--- src/sv/srr_pkg.sv ---
// ============================================================================
// srr_pkg: shared definitions for the selective-repeat receiver
// Window geometry, field widths, result kinds and the control state type.
// ============================================================================
package srr_pkg;

  // Window geometry (WINDOW_SIZE must be a power of two, 2 to 64).
  localparam int WINDOW_SIZE  = 8;
  localparam int PAYLOAD_BITS = 32;

  // Fixed field widths of the ports.
  localparam int SEQ_BITS  = 16;
  localparam int DATA_BITS = 32;

  // Bits actually kept per stored payload.
  localparam int STORE_BITS = (PAYLOAD_BITS < DATA_BITS) ? PAYLOAD_BITS : DATA_BITS;

  // Slot index and drain counter widths.
  localparam int SLOT_BITS = $clog2(WINDOW_SIZE);
  localparam int CNT_BITS  = $clog2(WINDOW_SIZE + 1);

  // Result kinds.
  localparam logic KIND_DELIVER = 1'b0;
  localparam logic KIND_ACK     = 1'b1;

  typedef enum logic [1:0] {
    S_IDLE,
    S_DECIDE,
    S_LOOK,
    S_DRAIN
  } state_t;

endpackage

--- src/sv/selective_repeat_receiver.sv ---
// ============================================================================
// selective_repeat_receiver: selective-repeat receive window
// Buffers out-of-order packets in a slot RAM, delivers in-order runs and
// produces one acknowledgement per packet.
// ============================================================================
//
//  Channel  Signals                                   Beat carries
//  -------  ----------------------------------------  -------------------------
//  packet   pkt_valid / pkt_ready                     sequence_number, payload
//  result   res_valid / res_ready                     result_kind,
//                                                     delivered_payload,
//                                                     ack_number, last_of_run
//
//  A packet that is not at the window base is taken in S_IDLE, then
//  classified in S_DECIDE, which loads the result register.
//  A packet at the base is delivered from S_DECIDE. Each buffered payload
//  drained then takes a slot RAM read in S_LOOK and a delivery in S_DRAIN,
//  as the slot RAM read is registered; S_LOOK loads the final acknowledgement.
//  Reset is synchronous and clears the base, the slot valid bits and the
//  control state at once; the slot RAM itself is not cleared.
//  A stall on the result side holds the sequencer in any step that loads the
//  result register; the result register lets the next packet beat be taken
//  while the last result is still waiting.
//
module selective_repeat_receiver (
  input  logic                          clk,
  input  logic                          rst,
  input  logic                          pkt_valid,
  output logic                          pkt_ready,
  input  logic [srr_pkg::SEQ_BITS-1:0]  sequence_number,
  input  logic [srr_pkg::DATA_BITS-1:0] payload,
  output logic                          res_valid,
  input  logic                          res_ready,
  output logic                          result_kind,
  output logic [srr_pkg::DATA_BITS-1:0] delivered_payload,
  output logic [srr_pkg::SEQ_BITS-1:0]  ack_number,
  output logic                          last_of_run
);

  srr_pkg::state_t state, state_next;

  // Window state. The payload store lives in the slot RAM.
  logic [srr_pkg::SEQ_BITS-1:0]    base;
  logic [srr_pkg::WINDOW_SIZE-1:0] slot_valid;
  logic [srr_pkg::CNT_BITS-1:0]    cnt;

  // The packet being handled.
  logic [srr_pkg::SEQ_BITS-1:0]   seq_r;
  logic [srr_pkg::STORE_BITS-1:0] pay_r;

  // Classification of the held packet against the window.
  logic [srr_pkg::SEQ_BITS-1:0]  seq_gap;
  logic                          at_base;
  logic                          in_window;
  logic                          beyond;
  logic [srr_pkg::SLOT_BITS-1:0] base_slot;
  logic [srr_pkg::SLOT_BITS-1:0] seq_slot;

  // Sequencer strobes.
  logic                          out_free;
  logic                          load;
  logic                          ld_kind;
  logic [srr_pkg::DATA_BITS-1:0] ld_data;
  logic [srr_pkg::SEQ_BITS-1:0]  ld_ack;
  logic                          base_inc;
  logic                          wr_en;
  logic                          rd_en;
  logic                          clr_slot;
  logic                          cnt_init;
  logic                          cnt_inc;

  logic [srr_pkg::STORE_BITS-1:0] rd_data;

  assign seq_gap   = seq_r - base;
  assign at_base   = (seq_gap == '0);
  assign in_window = (seq_gap < srr_pkg::SEQ_BITS'(srr_pkg::WINDOW_SIZE));
  // Forward distances below half the sequence space lie ahead of the window.
  assign beyond    = ~seq_gap[srr_pkg::SEQ_BITS-1];
  assign base_slot = base[srr_pkg::SLOT_BITS-1:0];
  assign seq_slot  = seq_r[srr_pkg::SLOT_BITS-1:0];

  // The result register can take a new beat when empty or being emptied.
  assign out_free = ~res_valid | res_ready;

  srr_slot_ram #(
    .WIDTH     (srr_pkg::STORE_BITS),
    .ADDR_BITS (srr_pkg::SLOT_BITS)
  ) u_slot_ram (
    .clk     (clk),
    .wr_en   (wr_en),
    .wr_addr (seq_slot),
    .wr_data (pay_r),
    .rd_en   (rd_en),
    .rd_addr (base_slot),
    .rd_data (rd_data)
  );

  always_ff @(posedge clk) begin
    if (rst) begin
      state <= srr_pkg::S_IDLE;
    end else begin
      state <= state_next;
    end
  end

  // Sequencer. Writes to the slot RAM happen only while classifying and
  // reads only in S_LOOK, so the two never touch one entry together.
  always_comb begin
    state_next = state;
    pkt_ready  = 1'b0;
    load       = 1'b0;
    ld_kind    = srr_pkg::KIND_ACK;
    ld_data    = '0;
    ld_ack     = '0;
    base_inc   = 1'b0;
    wr_en      = 1'b0;
    rd_en      = 1'b0;
    clr_slot   = 1'b0;
    cnt_init   = 1'b0;
    cnt_inc    = 1'b0;
    case (state)
      srr_pkg::S_IDLE: begin
        pkt_ready = 1'b1;
        if (pkt_valid) begin
          state_next = srr_pkg::S_DECIDE;
        end
      end
      srr_pkg::S_DECIDE: begin
        if (out_free) begin
          load       = 1'b1;
          state_next = srr_pkg::S_IDLE;
          if (at_base) begin
            // Deliver this payload, then look for a buffered run behind it.
            ld_kind    = srr_pkg::KIND_DELIVER;
            ld_data    = srr_pkg::DATA_BITS'(pay_r);
            base_inc   = 1'b1;
            cnt_init   = 1'b1;
            state_next = srr_pkg::S_LOOK;
          end else if (in_window) begin
            wr_en  = 1'b1;
            ld_ack = seq_r;
          end else if (beyond) begin
            ld_ack = base;
          end else begin
            ld_ack = seq_r;
          end
        end
      end
      srr_pkg::S_LOOK: begin
        if (slot_valid[base_slot] &&
            (cnt < srr_pkg::CNT_BITS'(srr_pkg::WINDOW_SIZE))) begin
          rd_en      = 1'b1;
          state_next = srr_pkg::S_DRAIN;
        end else if (out_free) begin
          load       = 1'b1;
          ld_ack     = base;
          state_next = srr_pkg::S_IDLE;
        end
      end
      srr_pkg::S_DRAIN: begin
        if (out_free) begin
          load       = 1'b1;
          ld_kind    = srr_pkg::KIND_DELIVER;
          ld_data    = srr_pkg::DATA_BITS'(rd_data);
          base_inc   = 1'b1;
          clr_slot   = 1'b1;
          cnt_inc    = 1'b1;
          state_next = srr_pkg::S_LOOK;
        end
      end
      default: begin
        state_next = srr_pkg::S_IDLE;
      end
    endcase
  end

  // Control state: base, valid bits, drain counter and result valid.
  always_ff @(posedge clk) begin
    if (rst) begin
      base       <= '0;
      slot_valid <= '0;
      cnt        <= '0;
      res_valid  <= 1'b0;
    end else begin
      if (base_inc) begin
        base <= base + 1'b1;
      end
      if (wr_en) begin
        slot_valid[seq_slot] <= 1'b1;
      end
      if (clr_slot) begin
        slot_valid[base_slot] <= 1'b0;
      end
      if (cnt_init) begin
        cnt <= srr_pkg::CNT_BITS'(1);
      end else if (cnt_inc) begin
        cnt <= cnt + 1'b1;
      end
      if (load) begin
        res_valid <= 1'b1;
      end else if (res_ready) begin
        res_valid <= 1'b0;
      end
    end
  end

  // Payload registers.
  always_ff @(posedge clk) begin
    if (pkt_valid && pkt_ready) begin
      seq_r <= sequence_number;
      pay_r <= payload[srr_pkg::STORE_BITS-1:0];
    end
    if (load) begin
      result_kind       <= ld_kind;
      delivered_payload <= ld_data;
      ack_number        <= ld_ack;
      last_of_run       <= (ld_kind == srr_pkg::KIND_ACK);
    end
  end

  // A drain step only ever reads a slot that holds a buffered payload.
  a_drain_valid: assert property (@(posedge clk) disable iff (rst)
    (state == srr_pkg::S_DRAIN) |-> slot_valid[base_slot])
    else $error("draining a slot that is not valid");

  // The drain never runs past the window.
  a_cnt_bound: assert property (@(posedge clk) disable iff (rst)
    cnt <= srr_pkg::CNT_BITS'(srr_pkg::WINDOW_SIZE))
    else $error("drain counter beyond window size");

  // The base moves only together with an in-order delivery.
  a_base_delivery: assert property (@(posedge clk) disable iff (rst)
    (!$past(rst) && (base != $past(base))) |->
      (res_valid && (result_kind == srr_pkg::KIND_DELIVER)))
    else $error("window base moved without a delivery");

  // A taken packet beat is always classified next.
  a_take_decide: assert property (@(posedge clk) disable iff (rst)
    (pkt_valid && pkt_ready) |=> (state == srr_pkg::S_DECIDE))
    else $error("packet beat taken outside idle");

endmodule

--- src/sv/srr_slot_ram.sv ---
// ============================================================================
// srr_slot_ram: slot payload store
// Simple dual-port synchronous RAM, one write and one registered read port.
// ============================================================================
module srr_slot_ram #(
  parameter int WIDTH     = 32,
  parameter int ADDR_BITS = 3
) (
  input  logic                 clk,
  input  logic                 wr_en,
  input  logic [ADDR_BITS-1:0] wr_addr,
  input  logic [WIDTH-1:0]     wr_data,
  input  logic                 rd_en,
  input  logic [ADDR_BITS-1:0] rd_addr,
  output logic [WIDTH-1:0]     rd_data
);

  logic [WIDTH-1:0] mem [2**ADDR_BITS];

  always_ff @(posedge clk) begin
    if (wr_en) begin
      mem[wr_addr] <= wr_data;
    end
  end

  // Read data holds until the next read is issued.
  always_ff @(posedge clk) begin
    if (rd_en) begin
      rd_data <= mem[rd_addr];
    end
  end

endmodule

--- config.mk ---
export PLATFORM = sky130hd
export DESIGN_NAME = selective_repeat_receiver
export DESIGN_NICKNAME = d
export VERILOG_FILES = /design/src/sv/srr_pkg.sv /design/src/sv/selective_repeat_receiver.sv /design/src/sv/srr_slot_ram.sv
export SDC_FILE = /design/constraint.sdc
export NUM_CORES = 1
export LEC_CHECK = 0
export BUFFER_PORTS_ARGS = -buffer_cell sky130_fd_sc_hd__buf_2
export CAP_MARGIN = 20
export CORE_AREA = 2 2 135 202
export DETAILED_ROUTE_END_ITERATION = 10
export DIE_AREA = 0 0 137 204
export PLACE_DENSITY = 0.83
export SYNTH_ARGS = -nofsm -noshare
export SYNTH_HDL_FRONTEND = slang
export SYNTH_SLANG_ARGS = --single-unit
export TNS_END_PERCENT = 100
--- constraint.sdc ---
create_clock -name clk -period 14.8 [get_ports clk]
set_input_delay 1.48 -clock clk [delete_from_list [all_inputs] [get_ports clk]]
set_output_delay 1.48 -clock clk [all_outputs]
set_load 0.01 [all_outputs]
# [Yosys cells after proc, flatten, opt, wreduce, memory -nomap -nowiden]
# Memories as Yosys holds them, arrays and structs flattened. A register that Yosys moved wholly into a read port is not among the register bits.
# Cells that the tools add are included.
[word_totals] mem_count=1 out_inout_bits=52 elab_cells=96 input_bits=52 ff_bits=128 ramBits=256
[memory_table] name="u_slot_ram.mem" depth=8 width=32 rd=1 rd_ports_with_merged_regs=1 write_ports=1 line_no="srr_slot_ram.sv:18" source="logic [WIDTH-1:0] mem [2**ADDR_BITS];"
[op_classes] n_bitwise=5 muxes=52 eq_ne=7 add_sub_neg=3 n_reduce_logical=11 order_cmp=6
[op_table] cell="16-bit 2-to-1 mux" count=6
[op_table] cell="32-bit 2-to-1 mux" count=3
[op_table] cell="32-bit one-hot mux with 2 select lines" count=1
[op_table] cell="16-bit one-hot mux with 2 select lines" count=1
[op_table] cell="1-bit 2-to-1 mux" count=25
[op_table] cell="8-bit 2-to-1 mux" count=3
[op_table] cell="16-bit by 1-bit adder with 16-bit output, second input constant" count=1
[op_table] cell="16-bit logical NOT" count=1
[op_table] cell="16-bit by 4-bit less-than comparator with 1-bit output, second input constant" count=1
[op_table] cell="16-bit subtractor" count=1
[op_table] cell="2-bit 2-to-1 mux" count=6
[op_table] cell="8-bit bitwise AND" count=1
[op_table] cell="3-bit by 4-bit less-than comparator with 1-bit output, second input constant" count=2
[op_table] cell="8-bit NOT" count=1
[op_table] cell="8-bit bitwise OR" count=1
[op_table] cell="2-bit one-hot mux with 4 select lines" count=1
[op_table] cell="1-bit demux with 3-bit select" count=2
[op_table] cell="3-bit by 1-bit >= comparator with 1-bit output, second input constant" count=2
[op_table] cell="2-bit inequality test, second input constant" count=3
[op_table] cell="1-bit one-hot mux with 2 select lines" count=3
[op_table] cell="4-bit by 1-bit adder with 4-bit output, second input constant" count=1
[op_table] cell="2-bit equality test, second input constant" count=2
[op_table] cell="1-bit logical AND" count=4
[op_table] cell="4-bit less-than comparator, second input constant" count=1
[op_table] cell="9 further kinds" count=11

# [Depth between registers and ports, before layout]
# Gate-level depths: netlist (run 1).
[depth] ltp_word=10 ltp_mapped=16 depth_no_buf=12

# [By module]
# From an unflattened synthesis (run 1), not the netlist that was laid out.
[hier_totals] hier_cells=918 area_unflattened_um2=16922.5
[modules_own_cells] module="srr_slot_ram" area_each_um2=10786.6 cells_each=415 n_inst=1
[modules_own_cells] module="selective_repeat_receiver" area_each_um2=6135.9 cells_each=503 n_inst=1

# [Worst setup path after synthesis (run 1)]
# Ideal clock, no wire load.
[synth_timing] kind="reg-to-reg" start="register base[1] (netlist name)" end="memory u_slot_ram.mem[2][0] (enable)" n_path_buf=3 required_time_ps=14295 period_less_slack_ps=7244 stages_incl_launch_ff=14 arrival_ps=6739 path_slack_ps=7556 cell_sequence="dfxtp_1 > clkbuf_1 > buf_1 > clkinv_1 > clkbuf_1 > ha_1 > nand2b_1 > a21oi_1 > or3b_1 > a2111oi_2 > nand4_1 > nor4_4 > nand2_2 > nor4_1"
[synth_via] elab_chain_cells=8 elab_cells_between_ends=9 classes_between="add/sub: 1; order compare: 1; mux: 6; reduce/logical: 1"
[synth_rtl] element="start: declaration" line_no="selective_repeat_receiver.sv:43" source="logic [srr_pkg::SEQ_BITS-1:0] base;"
[synth_rtl] element="start signal: assignment" line_no="selective_repeat_receiver.sv:186" source="base <= base + 1'b1;"
[synth_rtl] element="16-bit subtractor *" line_no="selective_repeat_receiver.sv:74" source="assign seq_gap = seq_r - base;"
[synth_rtl] element="16-bit by 4-bit less-than comparator with 1-bit output" line_no="selective_repeat_receiver.sv:76" source="assign in_window = (seq_gap < srr_pkg::SEQ_BITS'(srr_pkg::WINDOW_SIZE));"
[synth_rtl] element="1-bit 2-to-1 mux" line_no="selective_repeat_receiver.sv:139" source="end else if (in_window) begin"
[synth_rtl] element="1-bit 2-to-1 mux *" line_no="selective_repeat_receiver.sv:132" source="if (at_base) begin"
[synth_rtl] element="1-bit 2-to-1 mux *" line_no="selective_repeat_receiver.sv:129" source="if (out_free) begin"
[synth_rtl] element="1-bit 2-to-1 mux *" line_no="selective_repeat_receiver.sv:121" source="case (state)"
[synth_rtl] element="1-bit 2-to-1 mux *" line_no="srr_slot_ram.sv:21" source="if (wr_en) begin"
[synth_rtl] element="1-bit 2-to-1 mux (not written as such) *" line_no="srr_slot_ram.sv:22" source="mem[wr_addr] <= wr_data;"
[synth_rtl] element="end: declaration" line_no="srr_slot_ram.sv:18"
# Every way passes the cells marked *; elsewhere a longest branch is shown, timed or not.

# [Worst setup path in the final report (run 1)]
[layout_timing] start="register base[1] (netlist name)" end="register base[5] (netlist name)"
[layout_via] elab_chain_cells=5 elab_cells_between_ends=6 classes_between="add/sub: 2; mux: 3; reduce/logical: 1"
[layout_rtl] element="16-bit subtractor" line_no="selective_repeat_receiver.sv:74"
[layout_rtl] element="16-bit logical NOT" line_no="selective_repeat_receiver.sv:75" source="assign at_base = (seq_gap == '0);"
[layout_rtl] element="1-bit 2-to-1 mux" line_no="selective_repeat_receiver.sv:132"
[layout_rtl] element="1-bit 2-to-1 mux" line_no="selective_repeat_receiver.sv:129"
[layout_rtl] element="1-bit one-hot mux with 2 select lines" line_no="selective_repeat_receiver.sv:121"
# Several ways; a longest one is shown, not always the timed one.
# A chain may end at the register's enable or synchronous reset.

==> metrics.cfg, run 1 <==
[status]
status=finished, final reports clean

[sta]
post-route-period-util=0.343
relSlewSlack=0.313
holdWs_ns=0.468
rsz0062_at_grt=false
tightest_slew_ns=1.03
finalCriticalPeriod_ns=5.07
setup_tns_ns=0
hold_viol_final=0
finalSetupViolations=0
finalClockSkew_ns=0.0120
fmaxAchievable_mhz=197
slew_violations=0
fin_ws_ns=9.73

[synth]
synth_cells=1081
yosys-top-cells-area=edfxtp_1, mux2_2, dfxtp_1
yosysTopAreaCell=edfxtp_1
synthArstFlopShare=0
ys_ff_latch=416
ys_warn_count=0
yosys.cell_types.count=64
synth_fp_nets=1155
seq_area_frac_synth=0.725
synth_edf_count=385
synth.top_cell.area_share=0.688
avgSynthCellArea_sq_um=15.5
ys.flop_type=edfxtp_1
synth_area_sq_um=16800

[clock_tree]
hold_buffers=0
post_cts_buffers=0
cts_buffers=37
htreeDepth=2
worstSkewPairLatency_ns=0.53
cts_buffer_depth=3
tritoncts=yes
cts_root_buf=clkbuf_16
path_clk_slew_ns=0.06
post_cts_resized=0
cts_sinks=416

[setup_path]
cp-end-kind=register
crit_path_top_delay_cell=and2_1
rrSetupSlack_ns=9.73
worstPathRequired_ns=15.21
r2r-end=base[5]$_SDFFE_PP0P_
startpoint=base[1]$_SDFFE_PP0P_
path_delay_family=buffers and inverters
max_stage_delay_ns=0.72
crit_top_cell=buf_4
reg2regPathDepth=15
crit_type=reg -> reg
start_kind=register
cp_cell_sequence=buf_4 -> clkinv_1 -> buf_4 -> ha_1 -> nand2b_1 -> a211oi_1 -> o211a_1 -> o221ai_1 -> xnor2_1 -> buf_4 -> nor3_1 -> and2_1 -> buf_4 -> o21ai_1 -> mux2_2
cp_num_buf_inv=5
crit_fanout=45
cp_data_arrival_time_ns=5.49
r2r-start=base[1]$_SDFFE_PP0P_

[power_and_ir_drop]
ir_drop_uv=96.4
comb_power_share=0.031
switchingPower_uw=470
p_seq_frac=0.577
p_int_uw=1820
powerDensity_nw_per_um2=122
clkPwrFrac=0.392
leakagePower_uw=0.00623
swShare=0.205

[global_route]
grt_pass1_wl_microns=55400
track_usage=0.264
antenna_found_initial=0
grt_max_degree=66
grt-ovfl-total=0
grt_pass1_vias=10300

[layout]
final_util=0.716
synthToLayoutAreaGrowth_pct=12.1
layout.nets=1259
fillCellCount=1572
num_antenna_cells=0
drive_above_1_share=0.222
fin_cells=1548

[drt]
drt_iter0_markers=883
antenna_left=0
routed.top_layer=met4
routed-wl-met2_microns=19000
wl_per_cell_microns=23.5
wl_met1_microns=13000
via_per_inst=6.47
wl_met3_microns=2380
dr.pass1.iters=6
drc=0
vias=10000
drt-total-wl_microns=36400

[hold_path]
min_to=slot_valid[1]$_SDFF_PP0_
hold_depth=1
worstHoldStart=slot_valid[1]$_SDFF_PP0_
hold_class=reg -> reg

[place]
place_ws_ns=9.88
port_buffers=103
hpwl_microns=21500
dp.cells=1482
gp_congestion=0.865

[floorplanning]
die_h_microns=204
core_sq_um=26300
start_util=0.639
die_x_microns=137
die-area_sq_um=27900
std_cell_rows=73
ios=104

[flow_run]
maxCapViolCount=0

power groups by stage:
stage               Combinational [uW]  Sequential (uW)  Clock, uW
floorplan                         38.8             1340          0
global placement                  68.1             1350          0
detailed placement                69.7             1350          0
CTS                               70.3             1320        909
global route                      77.2             1330        946
finish                            70.3             1320        900
kinds of logic after synthesis:
kind of cell             share of synthesized area
flip-flops                                   0.725
AO/OA/AOI/OAI                                0.105
AND/OR/NAND/NOR                             0.0597
XOR/XNOR                                   0.00417
adder cells (fa/ha/maj)                     0.0168
buffers and inverters                       0.0206
multiplexers                                0.0690
registers in the layout (all words and copies together), names as in the netlist:
signal and flops:
delivered_payload 32, state 2, u_slot_ram.rd_data 32, res_valid 1
seq_r 16, last_of_run 1, base 16, cnt 4
slot_valid 8, u_slot_ram.mem 256, pay_r 32, ack_number 16
cells in the mapped netlist, types with 5 or more instances:
cell / count
o31ai_1: 5
buf_2: 9
a22o_1: 48
dfxtp_1: 31
a22oi_1: 32
ha_1: 21
nand3_1: 15
o221ai_1: 33
mux2i_1: 37
xor2_1: 5
and2_1: 5
a21oi_1: 59
nor3_1: 13
edfxtp_1: 385
nor2b_1: 7
nand4_1: 6
mux2_2: 66
o21a_1: 12
or3_1: 15
nor4_1: 6
o21ai_0: 18
inv_1: 24
clkbuf_1: 38
buf_1: 10
nor2_1: 60
nand2_1: 50
metal layers:
metal,track usage,up-vias
met5,0,-
met4,0.155,0
met3,0.0412,130
met2,0.459,454
met1,0.307,4964
li1,-,4469
final cells by class:
cell class,instances,area [sq um],area share
well taps,337,422,0.0224
clock inverters,20,153,0.00811
clock buffers,45,956,0.0508
repair buffers,125,684,0.0363
inverters,26,97.6,0.00518
multi-input cells,579,4330,0.230
flip-flops and latches,416,12200,0.647
stage by stage:
step / total power [uW] / cell area, sq um
after floorplan: 1380 / 16800
after global placement: 1420 / 17700
after detailed placement: 1420 / 17700
after CTS: 2300 / 18800
after global routing: 2350 / 18800
final: 2290 / 18800
how the worst max path moves through the flow:
stage          depth (start not counted)                             end  slack (ns)
3_5_place_dp                          15            base[5]$_SDFFE_PP0P_        9.88
4_1_cts                               15            base[5]$_SDFFE_PP0P_        9.79
2_1_floorplan                         13  u_slot_ram.mem[2][0]$_DFFE_PP_        7.56
3_3_place_gp                          15            base[5]$_SDFFE_PP0P_        9.96
6_report                              15            base[5]$_SDFFE_PP0P_        9.73
5_1_grt                               15            base[5]$_SDFFE_PP0P_        9.41
layout by cell type, fill, tap and decap left out, types with 5 or more instances in the layout:
| cell type | count |
|---|---|
| xor2_1 | 5 |
| mux2i_1 | 37 |
| nand2_1 | 50 |
| o31ai_1 | 5 |
| edfxtp_1 | 385 |
| mux2_2 | 66 |
| clkinv_1 | 8 |
| nor3_1 | 10 |
| buf_2 | 103 |
| a22oi_1 | 32 |
| o21ai_0 | 18 |
| or3_1 | 15 |
| clkbuf_1 | 8 |
| o221ai_1 | 33 |
| nand3_1 | 15 |
| nor2b_1 | 7 |
| a21oi_1 | 59 |
| nor2_1 | 59 |
| clkinv_2 | 9 |
| buf_4 | 21 |
| nand4_1 | 6 |
| dfxtp_1 | 28 |
| ha_1 | 21 |
| inv_1 | 24 |
| o21a_1 | 12 |
| a22o_1 | 48 |
| clkbuf_16 | 37 |
Power figures use the tool's default switching activity.
==> run 2, diff against run 1 <==
--- a/config.mk
+++ b/config.mk
@@ -7,10 +7,10 @@
 export LEC_CHECK = 0
 export BUFFER_PORTS_ARGS = -buffer_cell sky130_fd_sc_hd__buf_2
 export CAP_MARGIN = 20
-export CORE_AREA = 2 2 135 202
+export CORE_AREA = 2 2 140 210
 export DETAILED_ROUTE_END_ITERATION = 10
-export DIE_AREA = 0 0 137 204
-export PLACE_DENSITY = 0.83
+export DIE_AREA = 0 0 142 212
+export PLACE_DENSITY = 0.78
 export SYNTH_ARGS = -nofsm -noshare
 export SYNTH_HDL_FRONTEND = slang
 export SYNTH_SLANG_ARGS = --single-unit
==> constraint.sdc (replaced) <==
create_clock -name clk -period 4.8 [get_ports clk]
set_input_delay 0.48 -clock clk [delete_from_list [all_inputs] [get_ports clk]]
set_output_delay 0.48 -clock clk [all_outputs]
set_load 0.01 [all_outputs]
==> metrics.cfg, run 2 (synthesized netlist as in run 1, its figures left out) <==
[setup_path]
crit_type=reg -> reg
crit_path_top_delay_cell=a21oi_2
max_stage_delay_ns=0.74  ; +0.02 ns
path_delay_family=compound AO/OA/AOI/OAI gates
worstPathRequired_ns=5.20  ; -10.01 ns
cp_num_buf_inv=1  ; -4
r2r-start=seq_r[0]$_DFFE_PP_
worstSetupPathDepth=12  ; -3
reg2regPathDepth=12  ; -3
cp_cell_sequence=inv_1 -> ha_1 -> fa_1 -> nor2b_1 -> nor3_1 -> o22a_1 -> a2111oi_2 -> nand4_1 -> nor4_4 -> nand2_4 -> a21oi_2 -> a22o_1
startpoint=seq_r[0]$_DFFE_PP_
crit_fanout=15  ; -67%
cp_data_arrival_time_ns=4.56  ; -0.93 ns
cp-end-kind=register
start_kind=register

[sta]
fmaxAchievable_mhz=240  ; +22%
finalClockSkew_ns=0.0205  ; +0.00850 ns
hold_viol_final=0  ; unchanged
post-route-period-util=0.868  ; +0.525
finalSetupViolations=0  ; unchanged
setup_tns_ns=0  ; unchanged
rsz0062_at_grt=false
tightest_slew_ns=1.01  ; -0.0198 ns
finalCriticalPeriod_ns=4.16  ; -0.910 ns
relSlewSlack=0.323  ; +0.0101
slew_violations=0  ; unchanged

[floorplanning]
ios=104  ; unchanged
core_sq_um=28400  ; +8.1%
std_cell_rows=76  ; +4.1%
die_x_microns=142  ; +3.6%
start_util=0.591  ; -0.0478
die_h_microns=212  ; +3.9%
die-area_sq_um=30100  ; +7.7%

[global_route]
grt_max_degree=59  ; -11%
grt_pass1_wl_microns=57200  ; +3.1%
track_usage=0.253  ; -0.0115
grt_pass1_vias=10200  ; -1.7%
antenna_found_initial=0  ; unchanged
grt-ovfl-total=0  ; unchanged

[layout]
mostFrequentLayoutCell=edfxtp_1
largest_reg_flops=256  ; unchanged
fillCellCount=1888  ; +20%
drive_above_1_share=0.232  ; +0.00984
regMostFlops=u_slot_ram.mem
most-common-layout-cells=edfxtp_1, buf_2, mux2_2
layout.nets=1266  ; +0.56%
final_util=0.675  ; -0.0411
synthToLayoutAreaGrowth_pct=14.2

[drt]
drt_iter0_markers=800  ; -9.4%
via_per_inst=6.35  ; -1.8%
wl_per_cell_microns=23.8  ; +1.3%
dr.pass1.iters=5  ; -1
drt-total-wl_microns=37500  ; +2.9%
drc=0  ; unchanged
vias=9990  ; -0.27%
antenna_left=0  ; unchanged

[clock_tree]
cts_sinks=416  ; unchanged
hold_buffers=0  ; unchanged
cts_buffer_depth=3  ; unchanged
worstSkewPairLatency_ns=0.55  ; +0.02 ns
post_cts_resized=0  ; unchanged
cts_root_buf=clkbuf_16
post_cts_buffers=0  ; unchanged
cts_buffers=37  ; unchanged
tritoncts=yes
htreeDepth=2  ; unchanged
path_clk_slew_ns=0.07  ; about the same

[power_and_ir_drop]
ir_drop_uv=320  ; +230%
leakagePower_uw=0.00640  ; +2.9%
powerDensity_nw_per_um2=391  ; +220%

[place]
hpwl_microns=22200  ; +3.3%
gp_congestion=0.910  ; +5.1%
port_buffers=103  ; unchanged

[flow_run]
maxCapViolCount=0  ; unchanged

[hold_path]
hold_depth=1  ; unchanged
worstHoldStart=sequence_number[5]
hold_class=in -> reg

[status]
status=finished, final reports clean

run 2: cell types whose count changed in the layout (fill, tap and decap cells not counted), sizes merged:
cell,previous run,this run
clkinvlp,1,3
bufinv,2,8
buf,125,132
clkbuf,45,47
clkinv,19,10
diode,0,1
inv,24,25
run 2: report_power, final:
| part | switching, uW | internal [uW] |
|---|---|---|
| logic | 150 | 81.6 |
| clock network | 1280 | 1920 |
| registers | 59.2 | 4020 |
run 2: area by class of cell:
type	instances	area, sq um	share of cell area
Antenna cell	1	2.50	0.000130
Clock inverter	20	307	0.0160
Sequential cell	416	12200	0.635
Multi-Input combinational cell	579	4400	0.229
Tap cell	351	439	0.0229
Clock buffer	47	1010	0.0524
Timing Repair Buffer	132	749	0.0391
Inverter	26	97.6	0.00509
run 2: path summary, 6_finish.rpt:
check                                   to  slack, ns
setup / recovery   ack_number[6]$_DFFE_PP_       0.64
setup reg to reg   ack_number[6]$_DFFE_PP_       0.64
hold / removal          seq_r[5]$_DFFE_PP_       0.10
hold reg to reg   slot_valid[3]$_SDFF_PP0_       0.47
run 2: per-layer routing:
metal  wire length, microns  GRT usage  part of all wire  vias to the layer above
li1                       -          -                 -                     4476
met1                  13800      0.307              0.37                     5025
met2                  20100      0.449              0.54                      406
met3                   2170     0.0336             0.058                       83
met4                   1430      0.115             0.038                        0
met5                      0          0                 0                        -
run 2: stage by stage:
stage                     worst slack (ns)  hold WS (ns)  cell area (sq um)  total power (uW)  cells
final                                0.636         0.104              19200              7510   1572
after global routing                 0.368         0.101              19200              7700   1571
after CTS                            0.663        0.0921              19200              7540   1571
after detailed placement             0.677         0.459              17900              4380   1504
after global placement               0.754         0.444              17900              4380   1502
after floorplan                     0.0231         0.435              16900              4270   1081
==> run 3, diff against run 2 <==
--- a/config.mk
+++ b/config.mk
@@ -7,10 +7,10 @@
 export LEC_CHECK = 0
 export BUFFER_PORTS_ARGS = -buffer_cell sky130_fd_sc_hd__buf_2
 export CAP_MARGIN = 20
-export CORE_AREA = 2 2 140 210
+export CORE_AREA = 2 2 135 202
 export DETAILED_ROUTE_END_ITERATION = 10
-export DIE_AREA = 0 0 142 212
-export PLACE_DENSITY = 0.78
+export DIE_AREA = 0 0 137 204
+export PLACE_DENSITY = 0.83
 export SYNTH_ARGS = -nofsm -noshare
 export SYNTH_HDL_FRONTEND = slang
 export SYNTH_SLANG_ARGS = --single-unit
==> constraint.sdc (replaced) <==
create_clock -name clk -period 4.9 [get_ports clk]
set_input_delay 0.49 -clock clk [delete_from_list [all_inputs] [get_ports clk]]
set_output_delay 0.49 -clock clk [all_outputs]
set_load 0.01 [all_outputs]
==> metrics.cfg, run 3 (synthesized netlist as in run 1, its figures left out) <==
[place]
dp.cells=1488  ; -1.1%
gp_congestion=0.943  ; +3.7%
hpwl_microns=23200  ; +4.4%
port_buffers=103  ; unchanged
place_ws_ns=0.635  ; -0.0418 ns

[sta]
finalClockSkew_ns=0.0159  ; -0.00465 ns
relSlewSlack=0.303  ; -0.0202
finalCriticalPeriod_ns=4.37  ; +0.205 ns
hold_viol_final=0  ; unchanged
fmaxAchievable_mhz=229  ; -4.7%
slew_violations=0  ; unchanged
fin_ws_ns=0.531  ; -0.105 ns
rsz0062_at_grt=false
finalSetupViolations=0  ; unchanged
setup_tns_ns=0  ; unchanged
tightest_slew_ns=1.04  ; +0.0302 ns
post-route-period-util=0.892  ; +0.0242

[clock_tree]
post_cts_buffers=0  ; unchanged
cts_buffers=38  ; +2.7%
path_clk_slew_ns=0.07  ; about the same
post_cts_resized=0  ; unchanged
tritoncts=yes
cts_buffer_depth=3  ; unchanged
cts_root_buf=clkbuf_16
cts_sinks=416  ; unchanged
worstSkewPairLatency_ns=0.54  ; about the same
htreeDepth=2  ; unchanged
hold_buffers=0  ; unchanged

[power_and_ir_drop]
clkPwrFrac=0.415  ; -0.011
comb_power_share=0.032  ; about the same
p_int_uw=5750  ; -4.4%
powerDensity_nw_per_um2=378  ; -3.4%
p_seq_frac=0.553  ; +0.010
ir_drop_uv=410  ; +28%
swShare=0.204  ; +0.00600
switchingPower_uw=1480  ; -0.80%
leakagePower_uw=0.00640  ; about the same

[layout]
most-common-layout-cells=edfxtp_1, buf_2, mux2_2
drive_above_1_share=0.233  ; +0.000629
layout.nets=1266  ; unchanged
mostFrequentLayoutCell=edfxtp_1
largest_reg_flops=256  ; unchanged
regMostFlops=u_slot_ram.mem
fin_cells=1559  ; -0.83%
synthToLayoutAreaGrowth_pct=13.8

[drt]
drt_iter0_markers=926  ; +16%
wl_per_cell_microns=25.0  ; +5.0%
dr.pass1.iters=5  ; unchanged
via_per_inst=6.58  ; +3.5%
antenna_left=0  ; unchanged
drt-total-wl_microns=39000  ; +4.2%
drc=0  ; unchanged
vias=10300  ; +2.6%

[setup_path]
crit_type=reg -> reg
cp-end-kind=register
cp_num_buf_inv=1  ; unchanged
crit_path_top_delay_cell=a21oi_2
rrSetupSlack_ns=0.53  ; -0.11 ns
crit_fanout=15  ; unchanged
r2r-start=seq_r[0]$_DFFE_PP_
reg2regPathDepth=12  ; unchanged
cp_cell_sequence=inv_1 -> ha_1 -> fa_1 -> nor2b_1 -> o21bai_1 -> a21oi_1 -> nor3b_1 -> o311ai_0 -> nor4_4 -> nand2_4 -> a21oi_2 -> a22o_1
r2r-end=ack_number[5]$_DFFE_PP_
max_stage_delay_ns=0.70  ; -0.04 ns
start_kind=register
path_delay_family=compound AO/OA/AOI/OAI gates
worstPathRequired_ns=5.28  ; +0.08 ns
cp_data_arrival_time_ns=4.75  ; +0.19 ns

[flow_run]
maxCapViolCount=0  ; unchanged

[hold_path]
hold_class=in -> reg
min_to=seq_r[1]$_DFFE_PP_
worstHoldStart=sequence_number[1]
hold_depth=1  ; unchanged

[floorplanning]
start_util=0.639  ; +0.0478
die-area_sq_um=27900  ; -7.2%
die_x_microns=137  ; -3.5%
core_sq_um=26300  ; -7.5%
std_cell_rows=73  ; -3.9%
die_h_microns=204  ; -3.8%
ios=104  ; unchanged

[global_route]
grt_pass1_wl_microns=58200  ; +1.8%
antenna_found_initial=0  ; unchanged
grt_max_degree=64  ; +8.5%
grt_pass1_vias=10500  ; +3.4%
grt-ovfl-total=0  ; unchanged
track_usage=0.281  ; +0.0278

[status]
status=finished, final reports clean

-- run 3: worst register-to-register path: stages (launching register included) --
cell,delay (ns)
edfxtp_1,0.43
inv_1,0.12
ha_1,0.22
fa_1,0.41
nor2b_1,0.22
o21bai_1,0.16
a21oi_1,0.31
nor3b_1,0.31
o311ai_0,0.24
nor4_4,0.48
nand2_4,0.29
a21oi_2,0.71
a22o_1,0.31
-- run 3: power by group through the flow --
stage | combinational [uW] | sequential (uW) | clock (uW)
floorplan | 127 | 4060 | 0
global placement | 218 | 4070 | 0
detailed placement | 222 | 4070 | 0
CTS | 224 | 3990 | 3030
global route | 250 | 4000 | 3150
finish | 230 | 4000 | 3000
-- run 3: worst max-delay path by stage --
stage,slack (ns),depth (start not counted),from,to
2_1_floorplan,0.02,13,base[2]$_SDFFE_PP0P_,u_slot_ram.mem[2][0]$_DFFE_PP_
3_3_place_gp,0.63,12,seq_r[0]$_DFFE_PP_,ack_number[5]$_DFFE_PP_
3_5_place_dp,0.63,12,seq_r[0]$_DFFE_PP_,ack_number[5]$_DFFE_PP_
4_1_cts,0.61,12,seq_r[0]$_DFFE_PP_,ack_number[5]$_DFFE_PP_
5_1_grt,0.32,12,seq_r[0]$_DFFE_PP_,ack_number[5]$_DFFE_PP_
6_report,0.53,12,seq_r[0]$_DFFE_PP_,ack_number[5]$_DFFE_PP_
-- run 3: cell type report --
cell class	count	area [sq um]
inverter	26	97.6
antenna	1	2.50
tap	337	422
sequential	416	12200
clock inverter	23	215
fill	1588	7190
clock buffer	46	1040
timing repair buffer	131	749
multi-input combinational	579	4390
-- run 3: metal layers --
layer / vias to the layer above / global-route usage / routed length [microns]
li1: 4487 / - / -
met1: 5072 / 0.317 / 13600
met2: 550 / 0.489 / 20500
met3: 143 / 0.0511 / 2750
met4: 0 / 0.170 / 2140
met5: - / 0 / 0
-- run 3: per-stage QoR --
| step | total power (uW) | instance area, sq um | utilization | hold WS [ns] |
|---|---|---|---|---|
| floorplan | 4180 | 16900 | - | 0.435 |
| global placement | 4280 | 17800 | 0.678 | 0.443 |
| detailed placement | 4290 | 17800 | 0.678 | 0.453 |
| CTS | 7250 | 19100 | 0.726 | 0.106 |
| global route | 7400 | 19100 | 0.726 | 0.111 |
| finish | 7230 | 19100 | 0.727 | 0.119 |
